[src/hw/rtl/ppc_pkg.sv]
// Shared types, register codes and helpers for the point-plane classifier.
package ppc_pkg;

	// Register indexes on the configuration port, one word apart.
	typedef enum logic [2:0] {
		REG_NORMAL_X = 3'd0,
		REG_NORMAL_Y = 3'd1,
		REG_NORMAL_Z = 3'd2,
		REG_OFFSET   = 3'd3,
		REG_EPSILON  = 3'd4
	} reg_idx_t;

	// Side codes on the result.
	localparam logic [1:0] SIDE_FRONT  = 2'd0;
	localparam logic [1:0] SIDE_BEHIND = 2'd1;
	localparam logic [1:0] SIDE_ON     = 2'd2;

	// Reset values of the plane registers (normal points along +z, 1.0 in Q16.16).
	localparam logic signed [17:0] NORMAL_X_RST = 18'sd0;
	localparam logic signed [17:0] NORMAL_Y_RST = 18'sd0;
	localparam logic signed [17:0] NORMAL_Z_RST = 18'sd65536;
	localparam logic signed [31:0] OFFSET_RST   = 32'sd0;
	localparam logic [15:0]        EPSILON_RST  = 16'd1;

	// Plane configuration as seen by the datapath.
	typedef struct packed {
		logic signed [17:0] normal_x;
		logic signed [17:0] normal_y;
		logic signed [17:0] normal_z;
		logic signed [31:0] plane_offset;
		logic [15:0]        epsilon;
	} cfg_t;

	// Distance stage result handed to the projection stages.
	typedef struct packed {
		logic signed [31:0] distance;
		logic [1:0]         side;
		logic               on_plane;
		logic signed [31:0] qx;
		logic signed [31:0] qy;
		logic signed [31:0] qz;
	} dist_res_t;

	// Saturate a sign-extended value to the signed 32-bit range.
	function automatic logic signed [31:0] sat32(input logic signed [63:0] v);
		logic fits;
		fits = (v[63:31] == {33{1'b0}}) || (v[63:31] == {33{1'b1}});
		if (fits) begin
			sat32 = v[31:0];
		end else if (v[63]) begin
			sat32 = 32'sh8000_0000;
		end else begin
			sat32 = 32'sh7fff_ffff;
		end
	endfunction

endpackage

[src/hw/rtl/ppc_cfg.sv]
// APB register file holding the plane normal, offset and band half width.
module ppc_cfg (
	input  logic               clk,
	input  logic               arst_n,
	input  logic               psel,
	input  logic               penable,
	input  logic               pwrite,
	input  logic [4:0]         paddr,
	input  logic [31:0]        pwdata,
	output logic [31:0]        prdata,
	output logic               pready,
	output ppc_pkg::cfg_t      cfg
);

	ppc_pkg::cfg_t    cfg_q;
	ppc_pkg::reg_idx_t idx;
	logic             wr_en;

	assign idx    = ppc_pkg::reg_idx_t'(paddr[4:2]);
	assign wr_en  = psel && penable && pwrite;
	assign pready = 1'b1;
	assign cfg    = cfg_q;

	// Register writes; addresses past the last register are ignored.
	always_ff @(posedge clk or negedge arst_n) begin
		if (!arst_n) begin
			cfg_q.normal_x     <= ppc_pkg::NORMAL_X_RST;
			cfg_q.normal_y     <= ppc_pkg::NORMAL_Y_RST;
			cfg_q.normal_z     <= ppc_pkg::NORMAL_Z_RST;
			cfg_q.plane_offset <= ppc_pkg::OFFSET_RST;
			cfg_q.epsilon      <= ppc_pkg::EPSILON_RST;
		end else if (wr_en) begin
			unique case (idx)
				ppc_pkg::REG_NORMAL_X: cfg_q.normal_x     <= pwdata[17:0];
				ppc_pkg::REG_NORMAL_Y: cfg_q.normal_y     <= pwdata[17:0];
				ppc_pkg::REG_NORMAL_Z: cfg_q.normal_z     <= pwdata[17:0];
				ppc_pkg::REG_OFFSET:   cfg_q.plane_offset <= pwdata;
				ppc_pkg::REG_EPSILON:  cfg_q.epsilon      <= pwdata[15:0];
				default: ;
			endcase
		end
	end

	// Read mux; signed registers read back sign extended.
	always_comb begin
		unique case (idx)
			ppc_pkg::REG_NORMAL_X: prdata = {{14{cfg_q.normal_x[17]}}, cfg_q.normal_x};
			ppc_pkg::REG_NORMAL_Y: prdata = {{14{cfg_q.normal_y[17]}}, cfg_q.normal_y};
			ppc_pkg::REG_NORMAL_Z: prdata = {{14{cfg_q.normal_z[17]}}, cfg_q.normal_z};
			ppc_pkg::REG_OFFSET:   prdata = cfg_q.plane_offset;
			ppc_pkg::REG_EPSILON:  prdata = {16'd0, cfg_q.epsilon};
			default:               prdata = 32'd0;
		endcase
	end

endmodule

[config.mk]
export PLATFORM = sky130hd
export DESIGN_NAME = ppc_cfg
export DESIGN_NICKNAME = d
export VERILOG_FILES = /design/src/hw/rtl/ppc_pkg.sv /design/src/hw/rtl/ppc_cfg.sv
export SDC_FILE = /design/constraint.sdc
export NUM_CORES = 1
export LEC_CHECK = 0
export CAP_MARGIN = 25
export CORE_ASPECT_RATIO = 1.1
export CORE_UTILIZATION = 45
export DETAILED_ROUTE_END_ITERATION = 12
export DONT_BUFFER_PORTS = 1
export HOLD_SLACK_MARGIN = 0.06
export PLACE_DENSITY = 0.57
export SYNTH_ARGS = -nofsm -noshare
export SYNTH_HDL_FRONTEND = slang
export SYNTH_SLANG_ARGS = --single-unit
[constraint.sdc]
create_clock -name clk -period 1.4 [get_ports clk]
set_input_delay 0.14 -clock clk [delete_from_list [all_inputs] [get_ports clk]]
set_output_delay 0.14 -clock clk [all_outputs]
set_load 0.005 [all_outputs]
==> parameters.txt <==
Parameter                              Value

Timing
  Post-layout minimum cycle time    1.52 ns
  Max Transition Viols Final    0
  Setup Viol. Count Final    32
  Worst Setup Slack, final    -0.124 ns
  Fin Hold WS    -0.513 ns
  Final worst path period share    109%
  Maximum clock frequency    0.656 GHz
  Hold violation count in the final report    102
  Setup tns final    -2.25 ns
  Setup clock skew after layout    0 ns
  Setup repair after global routing missed its margin    true

Power and ir drop
  VDD IR max    592 uV
  Reported leakage power    2.56 nW
  Power density of the placed cells    1360 nW/um^2
  Final Total Pwr    7.99 mW

Worst setup path
  Worst-path maximum fanout    3
  Count of cells along the worst register-to-register path    1
  Worst Path Class, Setup    reg2out
  Startpoint types    register
  FF-to-FF Start    cfg[99]
  CP arrival    1.38 ns
  Reg2Reg Setup Slack    0.56 ns
  Required time worst endpoint    1.26 ns
  CP endpoint kind    output port
  Reg2reg end    cfg[99]

Clock tree
  Clock transition at the registers of the reported paths    0.06 ns
  H-tree lvl count    3
  Clock tree from TritonCTS    done
  Count of hold buffers inserted by post-cts repair    32
  Number of setup buffers added after CTS    0
  Total clock buffers created by CTS    9
  CTS Buffer Depth    2
  Clock latency of the later-clocked register in the worst-skew pair    0.34 ns
  Library cell used as clock root buffer    sky130_fd_sc_hd__clkbuf_16
  Clock sinks    102

Detailed routing
  Via count normalized by instance count    5.90
  Drt drc    0
  Routed length per instance    23.6 um
  Vias after detailed routing    3212
  Routed Wire Length    12800 um
  Number of DRC violations after detailed-routing iteration 0    164
  Number of detailed-route iterations in the first pass    4
  Number of nets still failing antenna checks after routing    0

Status
  Failing checks    negative hold slack, negative setup slack
  Status    complete, but fails checks

Floorplanning
  Starting density of the core    46.5%
  Num ports    177
  Die Y-Extent    111 um
  Area of the core    10400 um^2
  Cell Rows    39
  Die width    101 um
  Die ar.    11200 um^2

Placed design
  Port bufs    0
  Minimum setup slack after placement    0.0196 ns
  Placed Instances    496
  Detailed Place HPWL    8110 um
  Routability congestion estimate from global placement    0.747

Synth
  Flip-flop and latch count after synthesis    102
  EDFF count, synth    0
  Number of instances in the synthesized netlist    364
  Most used flip-flop cell after synthesis    sky130_fd_sc_hd__dfrtp_1
  Total standard cell area after synthesis    4850 um^2
  Proportion of register bits with asynchronous set or reset after synthesis    100%
  Number of distinct library cells after synthesis    31
  Sequential area share after synthesis    52.7%
  Per-instance average area after synthesis    13.3 um^2
  Syn. warnings    0
  Mapped Nets    406

Global route
  Number of antenna violations at the first check in global routing    0
  Pin count of the biggest net entering global routing    103
  Wire length of the first global-routing pass    19300 um
  Overflow left after global routing    0
  Via count of the first global-routing pass    3392
  Total Routing Usage GR    23.2%

Final layout
  Area Growth Syn to Fin    21.3%
  Inserted Diodes    0
  Ratio of cells with drive above 1 in the final layout    47.4%
  Final Core Density    56.4%
  Commonest non-fill, non-tap cells in the layout    sky130_fd_sc_hd__dfrtp_1, sky130_fd_sc_hd__mux2_2, sky130_fd_sc_hd__dlygate4sd3_1
  Leading cell type in the layout, fill and taps excluded    sky130_fd_sc_hd__dfrtp_1
  Number of nets in the finished design    440
  Largest register FFs    102
  Filler instances    875
  Number of standard cells in the final layout excluding fillers    544

Worst hold path
  Type of the most critical hold path    in2async

Run
  Max Cap Violations    0
==> layer usage <==
metal | wire (um) | up-vias | track usage (%)
met5 | 0 | - | 0
met4 | 183 | 0 | 8.12
met3 | 1020 | 13 | 6.43
met2 | 6370 | 129 | 39.0
met1 | 5240 | 1662 | 28.4
li1 | - | 1408 | -
==> cell type report <==
class	count	area (um^2)	area share [%]
inverters	1	3.75	0.0638
clock inverters	1	30.0	0.510
well taps	143	179	3.04
multi-input cells	231	2330	39.5
clock buffers	13	260	4.42
repair buffers	53	532	9.03
flip-flops and latches	102	2550	43.4
==> worst max-delay path, cell delays in order (launching register included) <==
cell and delay (ns):
sky130_fd_sc_hd__dfrtp_1 0.41, sky130_fd_sc_hd__mux4_2 0.49, sky130_fd_sc_hd__nor2b_4 0.14
==> timing repair <==
item,CTS,global route
endpoints found under the hold margin,204,102
setup endpoints to repair,32,32
pin swaps,4,4
resized for setup,55,22
cloned,1,1
==> synthesized netlist by cell type, types with 3 or more instances <==
cell	number	area share, %
sky130_fd_sc_hd__a21oi_1	15	1.5
sky130_fd_sc_hd__a32oi_1	16	2.9
sky130_fd_sc_hd__and2_1	15	1.9
sky130_fd_sc_hd__buf_4	4	0.62
sky130_fd_sc_hd__mux2_2	108	25
sky130_fd_sc_hd__a22oi_1	15	2.3
sky130_fd_sc_hd__mux2_4	10	3.1
sky130_fd_sc_hd__buf_6	3	0.70
sky130_fd_sc_hd__o21ai_0	31	3.2
sky130_fd_sc_hd__nor2b_1	3	0.39
sky130_fd_sc_hd__dfrtp_1	100	52
sky130_fd_sc_hd__buf_2	7	0.72
sky130_fd_sc_hd__clkbuf_1	15	1.2
==> power breakdown <==
group / internal (mW) / switching, mW / leakage, nW
Clock: 1.47 / 1.02 / 0.142
Combinational: 0.852 / 0.483 / 1.12
Sequential: 3.53 / 0.632 / 1.30
Total: 5.85 / 2.14 / 2.56
==> through the flow <==
stage	hold slack [ns]	area [um^2]
global route	-0.529	5890
floorplan	-0.156	4870
finish	-0.513	5890
global placement	-0.153	5070
detailed placement	-0.152	5070
CTS	-0.521	5790
==> worst max-delay path by stage <==
| stage | slack (ns) | end | start |
|---|---|---|---|
| 2_1_floorplan | -0.06 | cfg[100] | paddr[4] |
| 3_3_place_gp | 0.04 | cfg[86] | paddr[4] |
| 3_5_place_dp | 0.02 | cfg[85] | paddr[4] |
| 4_1_cts | -0.14 | prdata[16] | cfg[32] |
| 5_1_grt | -0.16 | prdata[16] | cfg[32] |
| 6_report | -0.12 | prdata[16] | cfg[32] |
==> logic make-up after synthesis <==
| family | count (synthesis) | share of synthesized area [%] |
|---|---|---|
| AO/OA/AOI/OAI | 78 | 10.1 |
| buffers and inverters | 32 | 3.76 |
| flip-flops | 102 | 52.7 |
| multiplexers | 120 | 28.8 |
| other | 1 | 0.0773 |
| AND/OR/NAND/NOR | 31 | 4.54 |
Power figures use the tool's default switching activity.
